`config.mk`:
```
export PLATFORM = sky130hd
export DESIGN_NAME = fixed_radius_neighbor_search
export DESIGN_NICKNAME = d
export VERILOG_FILES = /design/src/frnn_pkg.sv /design/src/frnn_ram.sv /design/src/frnn_sqrt.sv /design/src/frnn_dp.sv /design/src/frnn_ctrl.sv /design/src/fixed_radius_neighbor_search.sv
export SDC_FILE = /design/constraint.sdc
export NUM_CORES = 2
export LEC_CHECK = 0
export BUFFER_PORTS_ARGS = -buffer_cell sky130_fd_sc_hd__buf_4
export CAP_MARGIN = 5
export CORE_ASPECT_RATIO = 0.8
export CORE_MARGIN = 10
export CORE_UTILIZATION = 55
export DETAILED_ROUTE_END_ITERATION = 16
export GPL_TIMING_DRIVEN = 0
export PLACE_DENSITY_LB_ADDON = 0.25
export SLEW_MARGIN = 20
export SYNTH_ARGS = -nofsm -noshare
export SYNTH_HDL_FRONTEND = slang
export SYNTH_SLANG_ARGS = --single-unit
```
`constraint.sdc`:
```
create_clock -name clk -period 5.6 [get_ports clk]
set_input_delay 0 -clock clk [delete_from_list [all_inputs] [get_ports clk]]
set_output_delay 0 -clock clk [all_outputs]
set_load 0.01 [all_outputs]
```
`src/frnn_pkg.sv`:
```
// ----------------------------------------------------------------------------
// frnn_pkg
// Shared types and constants for the fixed-radius neighbor search block.
// ----------------------------------------------------------------------------
package frnn_pkg;

	localparam int COORD_BITS     = 16;
	localparam int IDX_BITS       = 6;
	localparam int CNT_BITS       = 7;
	localparam int RADIUS_BITS    = 16;
	localparam int DIST_BITS      = 17;
	localparam int MAX_POINTS_DEF = 64;

	// squared distance: two squares of a COORD_BITS magnitude, plus a carry
	localparam int SQ_BITS   = 2 * COORD_BITS;
	localparam int D2_BITS   = SQ_BITS + 1;
	// root datapath width, rounded up to an even number of bits
	localparam int ROOT_BITS = D2_BITS + (D2_BITS % 2);

	localparam logic [RADIUS_BITS-1:0] RADIUS_RESET = RADIUS_BITS'(200);

	localparam logic OP_WRITE = 1'b0;
	localparam logic OP_QUERY = 1'b1;

	typedef struct packed {
		logic                          op;
		logic [IDX_BITS-1:0]           point_index;
		logic signed [COORD_BITS-1:0]  coord_x;
		logic signed [COORD_BITS-1:0]  coord_y;
		logic [CNT_BITS-1:0]           point_count;
	} item_t;

	typedef struct packed {
		logic                  valid_res;
		logic [IDX_BITS-1:0]   neighbor_count;
		logic [DIST_BITS-1:0]  nearest_distance;
		logic [IDX_BITS-1:0]   closest_index;
	} result_t;

	typedef struct packed {
		logic wr;          // point write transaction taken
		logic start;       // query transaction taken
		logic cap_q;       // capture query point from table read
		logic issue;       // issue one scan read
		logic root_start;  // launch square root of best distance
		logic res_load;    // move result into output register
	} frnn_cmd_t;

	typedef struct packed {
		logic q_ok;        // query index and count are usable
		logic scan_last;   // current scan read is the final one
		logic pipe_busy;   // distance pipeline still holds items
		logic root_done;   // square root finished
	} frnn_stat_t;

endpackage

```
`src/frnn_ram.sv`:
```
// ----------------------------------------------------------------------------
// frnn_ram
// Generic single write, single read RAM with registered read data.
// ----------------------------------------------------------------------------
module frnn_ram #(
	parameter int WIDTH = 32,
	parameter int DEPTH = 64
) (
	input  logic                     clk,
	input  logic                     we,
	input  logic [$clog2(DEPTH)-1:0] waddr,
	input  logic [WIDTH-1:0]         wdata,
	input  logic [$clog2(DEPTH)-1:0] raddr,
	output logic [WIDTH-1:0]         rdata
);

	logic [WIDTH-1:0] mem_q [DEPTH];

	always_ff @(posedge clk) begin
		if (we) begin
			mem_q[waddr] <= wdata;
		end
		rdata <= mem_q[raddr];
	end

endmodule

```
`src/frnn_sqrt.sv`:
```
// ----------------------------------------------------------------------------
// frnn_sqrt
// Iterative floor integer square root, one result bit per cycle.
// ----------------------------------------------------------------------------
module frnn_sqrt
	import frnn_pkg::*;
(
	input  logic                 clk,
	input  logic                 arst_n,
	input  logic                 start,
	input  logic [D2_BITS-1:0]   operand,
	output logic                 done,
	output logic [DIST_BITS-1:0] root
);

	logic                 busy_q;
	logic                 done_q;
	logic [ROOT_BITS-1:0] rem_q;
	logic [ROOT_BITS-1:0] res_q;
	logic [ROOT_BITS-1:0] bit_q;
	logic [ROOT_BITS-1:0] trial;

	assign trial = res_q + bit_q;

	always_ff @(posedge clk or negedge arst_n) begin
		if (!arst_n) begin
			busy_q <= 1'b0;
			done_q <= 1'b0;
		end else begin
			done_q <= 1'b0;
			if (start) begin
				busy_q <= 1'b1;
			end else if (busy_q && bit_q[0]) begin
				busy_q <= 1'b0;
				done_q <= 1'b1;
			end
		end
	end

	always_ff @(posedge clk) begin
		if (start) begin
			rem_q <= ROOT_BITS'(operand);
			res_q <= '0;
			bit_q <= ROOT_BITS'(1) << (ROOT_BITS - 2);
		end else if (busy_q) begin
			if (rem_q >= trial) begin
				rem_q <= rem_q - trial;
				res_q <= (res_q >> 1) + bit_q;
			end else begin
				res_q <= res_q >> 1;
			end
			bit_q <= bit_q >> 2;
		end
	end

	assign done = done_q;
	assign root = res_q[DIST_BITS-1:0];

endmodule

```
`src/frnn_dp.sv`:
```
// ----------------------------------------------------------------------------
// frnn_dp
// Datapath: point table, scan address counter, distance pipeline,
// nearest tracking and square root.
// ----------------------------------------------------------------------------
module frnn_dp
	import frnn_pkg::*;
#(
	parameter int MAX_POINTS = MAX_POINTS_DEF
) (
	input  logic                   clk,
	input  logic                   arst_n,
	input  logic                   cfg_wen,
	input  logic [RADIUS_BITS-1:0] cfg_wdata,
	input  item_t                  item,
	input  frnn_cmd_t              cmd,
	output frnn_stat_t             stat,
	output result_t                result
);

	localparam int AW = $clog2(MAX_POINTS);
	localparam int CW = $clog2(MAX_POINTS + 1);

	logic [RADIUS_BITS-1:0] radius_q;
	logic [SQ_BITS-1:0]     r2_q;

	logic [CW-1:0]          cnt_sat;
	logic                   q_ok;
	logic                   wr_ok;

	logic [AW-1:0]          qidx_q;
	logic [CW-1:0]          cnt_q;
	logic [CW-1:0]          scan_q;
	logic                   qok_q;
	logic signed [COORD_BITS-1:0] qx_q;
	logic signed [COORD_BITS-1:0] qy_q;

	logic [AW-1:0]           raddr;
	logic [2*COORD_BITS-1:0] rdata;
	logic signed [COORD_BITS-1:0] px;
	logic signed [COORD_BITS-1:0] py;
	logic signed [COORD_BITS:0]   diff_x;
	logic signed [COORD_BITS:0]   diff_y;
	logic [COORD_BITS:0]          abs_x;
	logic [COORD_BITS:0]          abs_y;

	logic                  v_s0, v_s1, v_s2, v_s3;
	logic [AW-1:0]         i_s0, i_s1, i_s2, i_s3;
	logic                  self_s1, self_s2;
	logic [COORD_BITS-1:0] dx_s1, dy_s1;
	logic [SQ_BITS-1:0]    sqx_s2, sqy_s2;
	logic [D2_BITS-1:0]    d2_s3;

	logic                  hit;
	logic [IDX_BITS-1:0]   found_q;
	logic                  have_q;
	logic [D2_BITS-1:0]    best_d2_q;
	logic [AW-1:0]         best_i_q;

	logic                  root_done;
	logic [DIST_BITS-1:0]  root;

	// radius register and its square
	always_ff @(posedge clk or negedge arst_n) begin
		if (!arst_n) begin
			radius_q <= RADIUS_RESET;
		end else if (cfg_wen) begin
			radius_q <= cfg_wdata;
		end
	end

	always_ff @(posedge clk) begin
		r2_q <= SQ_BITS'(radius_q * radius_q);
	end

	// query and write index checks on the incoming item
	always_comb begin
		if (int'(item.point_count) > MAX_POINTS) begin
			cnt_sat = CW'(MAX_POINTS);
		end else begin
			cnt_sat = CW'(item.point_count);
		end
		q_ok  = (cnt_sat != '0) && (int'(item.point_index) < int'(cnt_sat));
		wr_ok = int'(item.point_index) < MAX_POINTS;
	end

	assign raddr = cmd.issue ? scan_q[AW-1:0] : AW'(item.point_index);

	frnn_ram #(
		.WIDTH (2 * COORD_BITS),
		.DEPTH (MAX_POINTS)
	) u_table (
		.clk   (clk),
		.we    (cmd.wr && wr_ok),
		.waddr (AW'(item.point_index)),
		.wdata ({item.coord_y, item.coord_x}),
		.raddr (raddr),
		.rdata (rdata)
	);

	assign px = rdata[COORD_BITS-1:0];
	assign py = rdata[2*COORD_BITS-1:COORD_BITS];

	// query setup and scan counter
	always_ff @(posedge clk or negedge arst_n) begin
		if (!arst_n) begin
			scan_q <= '0;
			qok_q  <= 1'b0;
		end else if (cmd.start) begin
			scan_q <= '0;
			qok_q  <= q_ok;
		end else if (cmd.issue) begin
			scan_q <= scan_q + 1'b1;
		end
	end

	always_ff @(posedge clk) begin
		if (cmd.start) begin
			qidx_q <= AW'(item.point_index);
			cnt_q  <= cnt_sat;
		end
		if (cmd.cap_q) begin
			qx_q <= px;
			qy_q <= py;
		end
	end

	// distance pipeline: abs diff, squares, sum
	always_comb begin
		diff_x = (COORD_BITS + 1)'(px) - (COORD_BITS + 1)'(qx_q);
		diff_y = (COORD_BITS + 1)'(py) - (COORD_BITS + 1)'(qy_q);
		abs_x  = diff_x[COORD_BITS] ? (COORD_BITS + 1)'(-diff_x) : diff_x;
		abs_y  = diff_y[COORD_BITS] ? (COORD_BITS + 1)'(-diff_y) : diff_y;
	end

	always_ff @(posedge clk or negedge arst_n) begin
		if (!arst_n) begin
			v_s0 <= 1'b0;
			v_s1 <= 1'b0;
			v_s2 <= 1'b0;
			v_s3 <= 1'b0;
		end else begin
			v_s0 <= cmd.issue;
			v_s1 <= v_s0;
			v_s2 <= v_s1;
			v_s3 <= v_s2 && !self_s2;
		end
	end

	always_ff @(posedge clk) begin
		i_s0    <= scan_q[AW-1:0];
		i_s1    <= i_s0;
		self_s1 <= i_s0 == qidx_q;
		dx_s1   <= abs_x[COORD_BITS-1:0];
		dy_s1   <= abs_y[COORD_BITS-1:0];
		i_s2    <= i_s1;
		self_s2 <= self_s1;
		sqx_s2  <= SQ_BITS'(dx_s1 * dx_s1);
		sqy_s2  <= SQ_BITS'(dy_s1 * dy_s1);
		i_s3    <= i_s2;
		d2_s3   <= D2_BITS'(sqx_s2) + D2_BITS'(sqy_s2);
	end

	// count and nearest tracking, first index wins on equal distance
	assign hit = v_s3 && (d2_s3 < D2_BITS'(r2_q));

	always_ff @(posedge clk or negedge arst_n) begin
		if (!arst_n) begin
			found_q <= '0;
			have_q  <= 1'b0;
		end else if (cmd.start) begin
			found_q <= '0;
			have_q  <= 1'b0;
		end else if (hit) begin
			found_q <= found_q + 1'b1;
			have_q  <= 1'b1;
		end
	end

	always_ff @(posedge clk) begin
		if (hit && (!have_q || d2_s3 < best_d2_q)) begin
			best_d2_q <= d2_s3;
			best_i_q  <= i_s3;
		end
	end

	frnn_sqrt u_sqrt (
		.clk     (clk),
		.arst_n  (arst_n),
		.start   (cmd.root_start),
		.operand (best_d2_q),
		.done    (root_done),
		.root    (root)
	);

	always_comb begin
		stat.q_ok      = q_ok;
		stat.scan_last = CW'(scan_q + 1'b1) == cnt_q;
		stat.pipe_busy = v_s0 || v_s1 || v_s2 || v_s3;
		stat.root_done = root_done;
	end

	always_comb begin
		result.valid_res        = qok_q;
		result.neighbor_count   = found_q;
		result.nearest_distance = have_q ? root : '0;
		result.closest_index    = have_q ? IDX_BITS'(best_i_q) : '0;
	end

endmodule

```
`src/frnn_ctrl.sv`:
```
// ----------------------------------------------------------------------------
// frnn_ctrl
// Controller state machine: sequences table writes, query scan, drain,
// square root and result hand-off.
// ----------------------------------------------------------------------------
module frnn_ctrl
	import frnn_pkg::*;
(
	input  logic       clk,
	input  logic       arst_n,
	input  logic       item_valid,
	input  logic       item_op,
	output logic       item_ready,
	input  logic       res_free,
	input  frnn_stat_t stat,
	output frnn_cmd_t  cmd
);

	localparam logic [2:0] S_IDLE  = 3'd0;
	localparam logic [2:0] S_QPT   = 3'd1;
	localparam logic [2:0] S_SCAN  = 3'd2;
	localparam logic [2:0] S_DRAIN = 3'd3;
	localparam logic [2:0] S_ROOT  = 3'd4;
	localparam logic [2:0] S_DONE  = 3'd5;

	logic [2:0] state_q;
	logic [2:0] state_d;
	logic       accept;

	assign item_ready = state_q == S_IDLE;
	assign accept     = item_valid && item_ready;

	always_comb begin
		state_d = state_q;
		cmd     = '0;
		unique case (state_q)
			S_IDLE: begin
				cmd.wr    = accept && (item_op == OP_WRITE);
				cmd.start = accept && (item_op == OP_QUERY);
				if (cmd.start) begin
					state_d = stat.q_ok ? S_QPT : S_DONE;
				end
			end
			S_QPT: begin
				cmd.cap_q = 1'b1;
				cmd.issue = 1'b1;
				state_d   = stat.scan_last ? S_DRAIN : S_SCAN;
			end
			S_SCAN: begin
				cmd.issue = 1'b1;
				if (stat.scan_last) begin
					state_d = S_DRAIN;
				end
			end
			S_DRAIN: begin
				if (!stat.pipe_busy) begin
					cmd.root_start = 1'b1;
					state_d        = S_ROOT;
				end
			end
			S_ROOT: begin
				if (stat.root_done) begin
					state_d = S_DONE;
				end
			end
			S_DONE: begin
				if (res_free) begin
					cmd.res_load = 1'b1;
					state_d      = S_IDLE;
				end
			end
			default: begin
				state_d = S_IDLE;
			end
		endcase
	end

	always_ff @(posedge clk or negedge arst_n) begin
		if (!arst_n) begin
			state_q <= S_IDLE;
		end else begin
			state_q <= state_d;
		end
	end

`ifndef SYNTHESIS
	a_root_in_root: assert property (@(posedge clk) disable iff (!arst_n)
		stat.root_done |-> state_q == S_ROOT)
		else $error("root done outside root state");

	a_load_free: assert property (@(posedge clk) disable iff (!arst_n)
		cmd.res_load |-> res_free)
		else $error("result loaded into full output register");

	a_idle_empty: assert property (@(posedge clk) disable iff (!arst_n)
		state_q == S_IDLE |-> !stat.pipe_busy)
		else $error("distance pipeline busy while idle");

	a_bad_query: assert property (@(posedge clk) disable iff (!arst_n)
		cmd.start && !stat.q_ok |=> state_q == S_DONE)
		else $error("invalid query did not go straight to result");
`endif

endmodule

```
`src/fixed_radius_neighbor_search.sv`:
```
// ----------------------------------------------------------------------------
// fixed_radius_neighbor_search
// Point table with brute-force fixed-radius neighbor query.
//
//   channel  signals                        direction  meaning
//   cfg      cfg_wen, cfg_wdata             in         search radius write
//   item     item_valid, item_ready, item   in         point write or query
//   res      res_valid, res_ready, res      out        query result
//
// A point write is taken in the idle state; an invalid query goes straight to
// the result. A valid query makes one table read per cycle through the single
// read port for each point up to the saturated point count, drains a four-stage
// distance pipeline, then runs 17 iterations of the bit-serial square root. A
// new item is taken only while idle; the output register lets the next item
// enter while a result waits on res_ready. Reset clears control state and sets
// the radius to 200; the table is not cleared.
// ----------------------------------------------------------------------------
module fixed_radius_neighbor_search
	import frnn_pkg::*;
#(
	parameter int MAX_POINTS = MAX_POINTS_DEF
) (
	input  logic                   clk,
	input  logic                   arst_n,
	input  logic                   cfg_wen,
	input  logic [RADIUS_BITS-1:0] cfg_wdata,
	input  logic                   item_valid,
	output logic                   item_ready,
	input  item_t                  item,
	output logic                   res_valid,
	input  logic                   res_ready,
	output result_t                res
);

	frnn_cmd_t  cmd;
	frnn_stat_t stat;
	result_t    result;
	logic       res_valid_q;
	result_t    res_q;
	logic       res_free;

	assign res_free = !res_valid_q || res_ready;

	frnn_ctrl u_ctrl (
		.clk        (clk),
		.arst_n     (arst_n),
		.item_valid (item_valid),
		.item_op    (item.op),
		.item_ready (item_ready),
		.res_free   (res_free),
		.stat       (stat),
		.cmd        (cmd)
	);

	frnn_dp #(
		.MAX_POINTS (MAX_POINTS)
	) u_dp (
		.clk       (clk),
		.arst_n    (arst_n),
		.cfg_wen   (cfg_wen),
		.cfg_wdata (cfg_wdata),
		.item      (item),
		.cmd       (cmd),
		.stat      (stat),
		.result    (result)
	);

	// output register
	always_ff @(posedge clk or negedge arst_n) begin
		if (!arst_n) begin
			res_valid_q <= 1'b0;
		end else if (cmd.res_load) begin
			res_valid_q <= 1'b1;
		end else if (res_ready) begin
			res_valid_q <= 1'b0;
		end
	end

	always_ff @(posedge clk) begin
		if (cmd.res_load) begin
			res_q <= result;
		end
	end

	assign res_valid = res_valid_q;
	assign res       = res_q;

endmodule
```
# Word level (Yosys, flattened, before mapping)
# Memory sizes are Yosys's and may differ from the RTL's. A register that Yosys moved wholly into a read port is not among the register bits.
# Cells that the tools add are included.
totals:
  reg_bits: 427
  ram_bits: 2048
  input_bits: 67
  out_inout_bits: 32
  elab_cells: 136
  memories: 1
memory_table:
  columns: ["memory", "words", "width", "read_ports", "rd_clocked_by_memory_dff", "wr", "line", "text"]
  rows:
  - ["u_dp.u_table.mem_q", 64, 32, 1, 1, 1, "frnn_ram.sv:17", "logic [WIDTH-1:0] mem_q [DEPTH];"]
classes:
  n_addsub: 10
  mul: 3
  n_lt_le_gt_ge: 5
  eq_ne: 12
  muxes: 37
  n_bitwise: 1
  reduce_logical: 28
op_table:
  columns: ["operator", "count"]
  rows:
  - ["$mux W33", 3]
  - ["$mul A16 B16 Y32", 3]
  - ["$add A33 B33 Y34", 1]
  - ["$add A34 B33 Y34", 1]
  - ["$ge A34 B34 Y1", 1]
  - ["$mux W34", 1]
  - ["$sub A16 B16 Y17", 2]
  - ["$sub A34 B34 Y34", 1]
  - ["$add A32 B32 Y33", 1]
  - ["$lt A33 B32 Y1", 1]
  - ["$lt A33 B33 Y1", 1]
  - ["$mux W16", 2]
  - ["$neg A16 Y16", 2]
  - ["$mux W7", 3]
  - ["$mux W3", 6]
  - ["$mux W6", 3]
  - ["$pmux W3 S6", 1]
  - ["$mux W1", 17]
  - ["$reduce_bool A2 Y1", 6]
  - ["$logic_and A1 B1 Y1", 8]
  - ["$add A7 B1 Y7 const B", 1]
  - ["$eq A7 B7 Y1", 1]
  - ["$gt A7 B7 Y1 const B", 1]
  - ["$lt A6 B7 Y1", 1]
  - ["16 further kinds", 28]

# Longest topological paths before layout
logic_depth:
  word_depth: 7
  ltp_mapped: 26
  depth_no_buf: 24

# By module
# From an unflattened synthesis, not the netlist that was laid out.
hier_totals:
  hier_cells: 7988
  hier_area_um2: 122351.1
modules_own_cells:
  columns: ["module", "n_inst", "cells_each", "area_each_um2", "seq_area_each_um2"]
  rows:
  - ["frnn_ram", 1, 3324, 78515.3, 62139.6]
  - ["frnn_dp", 1, 3646, 34902.2, 7085.5]
  - ["frnn_sqrt", 1, 957, 7741.2, 2082.0]
  - ["fixed_radius_neighbor_search", 1, 33, 948.4, 925.9]
  - ["frnn_ctrl", 1, 28, 244.0, 75.1]

# Least setup slack after synthesis
# OpenSTA, ideal clock, no wires.
synth_path:
  kind: "register to register"
  from: "register u_dp.radius_q[1]"
  to: "register u_dp.r2_q[30]"
  setup_time_ps: 72
  t_arrival_ps: 6037
  required_time_ps: 5528
  path_slack_ps: -509
  stages_incl_launch_ff: 23
  path_buffers: 2
  period_less_slack_ps: 6109
  cell_sequence: "dfrtp_1 -> clkbuf_1 -> clkbuf_1 -> nand2_1 -> inv_1 -> fa_1 -> inv_1 -> fa_1 -> inv_1 -> fa_1 -> fa_1 -> fa_1 -> inv_1 -> fa_1 -> inv_1 -> ha_1 -> or3_1 -> o211ai_1 -> a21oi_1 -> o41ai_1 -> o21ai_1 -> a221oi_1 -> xnor2_1"
synth_via:
  elab_chain_cells: 1
synth_lines:
  columns: ["element", "line", "text"]
  rows:
  - ["start: declaration", "frnn_dp.sv:24", "logic [RADIUS_BITS-1:0] radius_q;"]
  - ["start signal: assignment", "frnn_dp.sv:68", "radius_q <= cfg_wdata;"]
  - ["$mul A16 B16 Y32", "frnn_dp.sv:73", "r2_q <= SQ_BITS'(radius_q * radius_q);"]
  - ["end signal: assignment", "frnn_dp.sv:73", null]
  - ["end: declaration", "frnn_dp.sv:25", "logic [SQ_BITS-1:0] r2_q;"]
# Every way passes these cells.
# A chain may end at the register's enable or synchronous reset.

# Final worst setup path
layout_path:
  from: "register u_dp.radius_q[6]"
  to: "register u_dp.r2_q[29]"
# The elaborated chain is that of the path after synthesis.

==> summary.md <==
| Metric | Value |
|---|---|
| Via count | ~78,000 |
| Gate Count Post-Synth | between 8,000 and 9,000 |
| 1st-pass router iterations | 9 |
| First-pass GRT wire length | around 520 mm |
| Avg Cell Area, Syn | 14.4 um2 |
| Tot GR Track Use | 29.2% |
| Max cap viols | 0 |
| CTS Root Cell | clkbuf_16 |
| Origin of the critical flop-to-flop path | u_dp.radius_q[6] |
| Placed Instances | roughly 12,000 |
| Die Area | approximately 240,000 um2 |
| Synthesized area | around 120,000 um2 |
| Crit Path Max Fanout | 5 |
| H-tree depth | 4 |
| Die H | 442 um |
| CTS tree | yes |
| Failing checks | setup timing |
| Area of the core | approximately 220,000 um2 |
| WP data arrival | 7.00 ns |
| Num ports | 99 |
| Die width | about 550 um |
| Crit path to | u_dp.r2_q[29] |
| Hpwl dp | around 250 mm |
| Area grow syn2layout | 16.9% |
| DRT antenna net count | 0 |
| Fin. Hold Viols | 0 |
| TritonCTS Buffers | 238 |
| Skew final | approximately 0.06 ns |
| Count leader, synth | edfxtp_1 |
| FF+latch count, synth | approximately 2,500 |
| Synth Flop Type | edfxtp_1 |
| Reg2reg setup slack | -0.57 ns |
| R2R Path End | u_dp.r2_q[29] |
| Wire per inst | about 29 um |
| Vias per cell | 6.28 |
| Port Buffers | 97 |
| Share of layout cells above drive strength 1 | between 10% and 20% |
| Grt ovf | 0 |
| Met2 usage | between 40% and 50% |
| Multi-input logic area | around 47,000 um2 |
| RSZ-0062 raised after global routing | true |
| Pins Over Slew Limit | 0 |
| Max Clock Freq | ~160 MHz |
| Period minus WS final | slightly above 6 ns |
| Largest net degree at the start of global routing | between 60 and 70 |
| Library cells used by synthesis | slightly above 90 |
| Worst Max-Slew Pin Slew | about 1.3 ns |
| Yosys synthesis warning count | 0 |
| Critical path startpoint | u_dp.radius_q[6] |
| Detailed Route WL | approximately 360 mm |
| Placement Rows | 154 |
| Worst r2r path cells | 22 |
| Global routing's busiest layer | met2 |
| Post-synthesis sequential area ratio | 59.0% |
| Synth area leader | edfxtp_1 |
| Slew margin rel. | between 10% and 20% |
| Sequential cell area | between 70,000 and 80,000 um2 |
| Detailed Route Iter0 Violations | 11,200 |
| Post-Synthesis Net Count | 9,594 |
| Fin nets | 10,300 |
| Period utilization | 110% |
| Clock transition at path regs | 0.07 ns |
| Initial Util | 55.5% |
| Met3 Resource Use GR | around a tenth |
| Number of synthesized flops with an enable pin | ~2,200 |
| Share of the synthesized area in the top cell type | around 54% |
| Vias in the first global route | about 78,000 |
| Ranking of synthesized cells by area | edfxtp_1, mux4_2, fa_1 |
| CTS sink count | roughly 2,500 |
| Startpoint Class | flip-flop |
| Final cell count without fillers | approximately 12,000 |
| Final worst setup slack | -0.572 ns |
| Ys async rst share | 1.64% |
| Routability cong. | ~0.95 |
| Worst-Skew Late Latency | approximately 0.94 ns |
| Drt drc | 0 |
| Clk buf depth | 4 |
| CP endpoint kind | flip-flop |
| Outcome | finished with violations |
| Kind of critical path | reg2reg |
| Hold crit path type | in2reg |
| Top post-synthesis cells by count | edfxtp_1, nand2_1, inv_1 |
| Initial antenna violation count | 25 |
| CP required | 6.43 ns |
| Filler cells | between 15,000 and 20,000 |
| GR Util met1 | between 40% and 50% |
| Setup Viol. Count Final | 32 |
worst min-delay path by stage:
stage                     startpoint                to  depth (start not counted)  slack (ns)
after global placement        arst_n  u_dp.radius_q[0]                          1        0.04
after floorplan               arst_n         res_valid                          0       -0.30
after detailed placement      arst_n  u_dp.radius_q[0]                          1        0.06
after CTS                    item[2]     u_dp.cnt_q[2]                          4       0.004
final                        item[2]     u_dp.cnt_q[2]                          4        0.05
after global routing         item[2]     u_dp.cnt_q[2]                          4        0.08
cell type report:
type,instances,area share (%)
flip-flops and latches,2504,50.5
diodes,8,0.0140
repair buffers,510,4.38
well taps,2964,2.59
inverters,903,2.37
multi-input cells,4780,33.0
clock buffers,303,4.53
plain buffers,340,1.67
clock inverters,134,0.946
what timing repair did:
item	4_1_cts	5_1_grt
hold buffers	121	0
gates cloned	2	1
setup buffers	122	41
endpoints found under the setup margin	112	103
gates resized for setup	330	163
pin swaps	132	108
endpoints found under the hold margin	2158	0
flip-flops by register name (all words and copies together), names as in the netlist, 7 cells and up:
name	count
u_dp.u_table.rdata	32
u_dp.sqy_s2	31
u_dp.sqx_s2	31
u_dp.scan_q	7
u_dp.u_sqrt.bit_q	17
u_dp.u_sqrt.res_q	34
u_dp.qy_q	16
u_dp.dy_s1	16
u_dp.best_d2_q	33
u_dp.u_sqrt.rem_q	34
u_dp.qx_q	16
u_dp.radius_q	16
u_dp.cnt_q	7
u_dp.d2_s3	33
res	30
u_dp.dx_s1	16
u_dp.u_table.mem_q	2048
u_dp.r2_q	31
critical path: stages (launching register included):
cell and delay (ns):
dfstp_2 0.69, clkbuf_16 0.23, nand2_4 0.05, fa_1 0.50, inv_2 0.05, fa_1 0.54, inv_2 0.04, fa_1 0.48
inv_2 0.04, fa_2 0.44, fa_1 0.51, inv_1 0.05, fa_1 0.51, inv_2 0.05, ha_4 0.26, o21a_1 0.17
nor2_4 0.07, o41ai_4 0.40, a41oi_2 0.20, nand4b_1 0.28, buf_4 0.21, a31oi_4 0.18, xor2_1 0.14
cells in the final DEF, fill, tap and decap left out, types with 39 or more instances in the layout:
master,n
buf_4,277
nand4_1,47
xor2_1,96
nor3_1,76
nor2b_1,44
buf_16,56
ha_1,456
a31oi_1,104
dfxtp_1,236
inv_1,859
dlygate4sd3_1,120
buf_6,42
xnor2_1,181
clkinv_1,43
buf_12,73
a21oi_1,284
edfxtp_1,2195
buf_1,42
and3_1,47
a21o_1,100
clkbuf_1,181
mux4_2,484
o21ai_0,128
fa_1,478
and2_1,121
clkbuf_16,265
clkinv_2,40
nand3_1,220
nor2_4,70
nor2_1,266
inv_2,39
nand2_1,926
cells by family after synthesis:
| logic type | count (synthesis) | synth area share [%] |
|---|---|---|
| AOI/OAI and AO/OA | 952 | 4.97 |
| adders and majority gates | 995 | 13.2 |
| xor gates and xnor gates | 283 | 2.02 |
| DFF | 2504 | 59.0 |
| and+or+nand+nor | 2011 | 7.33 |
| buffers and inverters | 1248 | 4.12 |
| muxes | 539 | 9.37 |
per-stage QoR:
stage	setup TNS [ns]	hold slack (ns)	utilization (%)	area (um2)	setup slack [ns]
CTS	-4.03	0.00379	64.5	142000	-0.456
finish	-7.15	0.0534	64.9	143000	-0.572
global placement	-1336.60	0.0434	57.7	127000	-1.71
global route	-12.46	0.0778	64.9	143000	-0.771
floorplan	-0.310	-0.296	-	123000	-0.152
detailed placement	-65.12	0.0604	59.3	131000	-1.04
metal layers:
layer,up-vias,share of wire (%),wire length [um]
li1,32400,-,-
met1,39400,38,138000
met2,5358,43,155000
met3,937,15,52700
met4,18,4.2,15200
met5,-,0.032,114
Power is left out: the tool's default activity adds up to more than one toggle a clock period on the data nets, which glitch-free logic cannot reach.
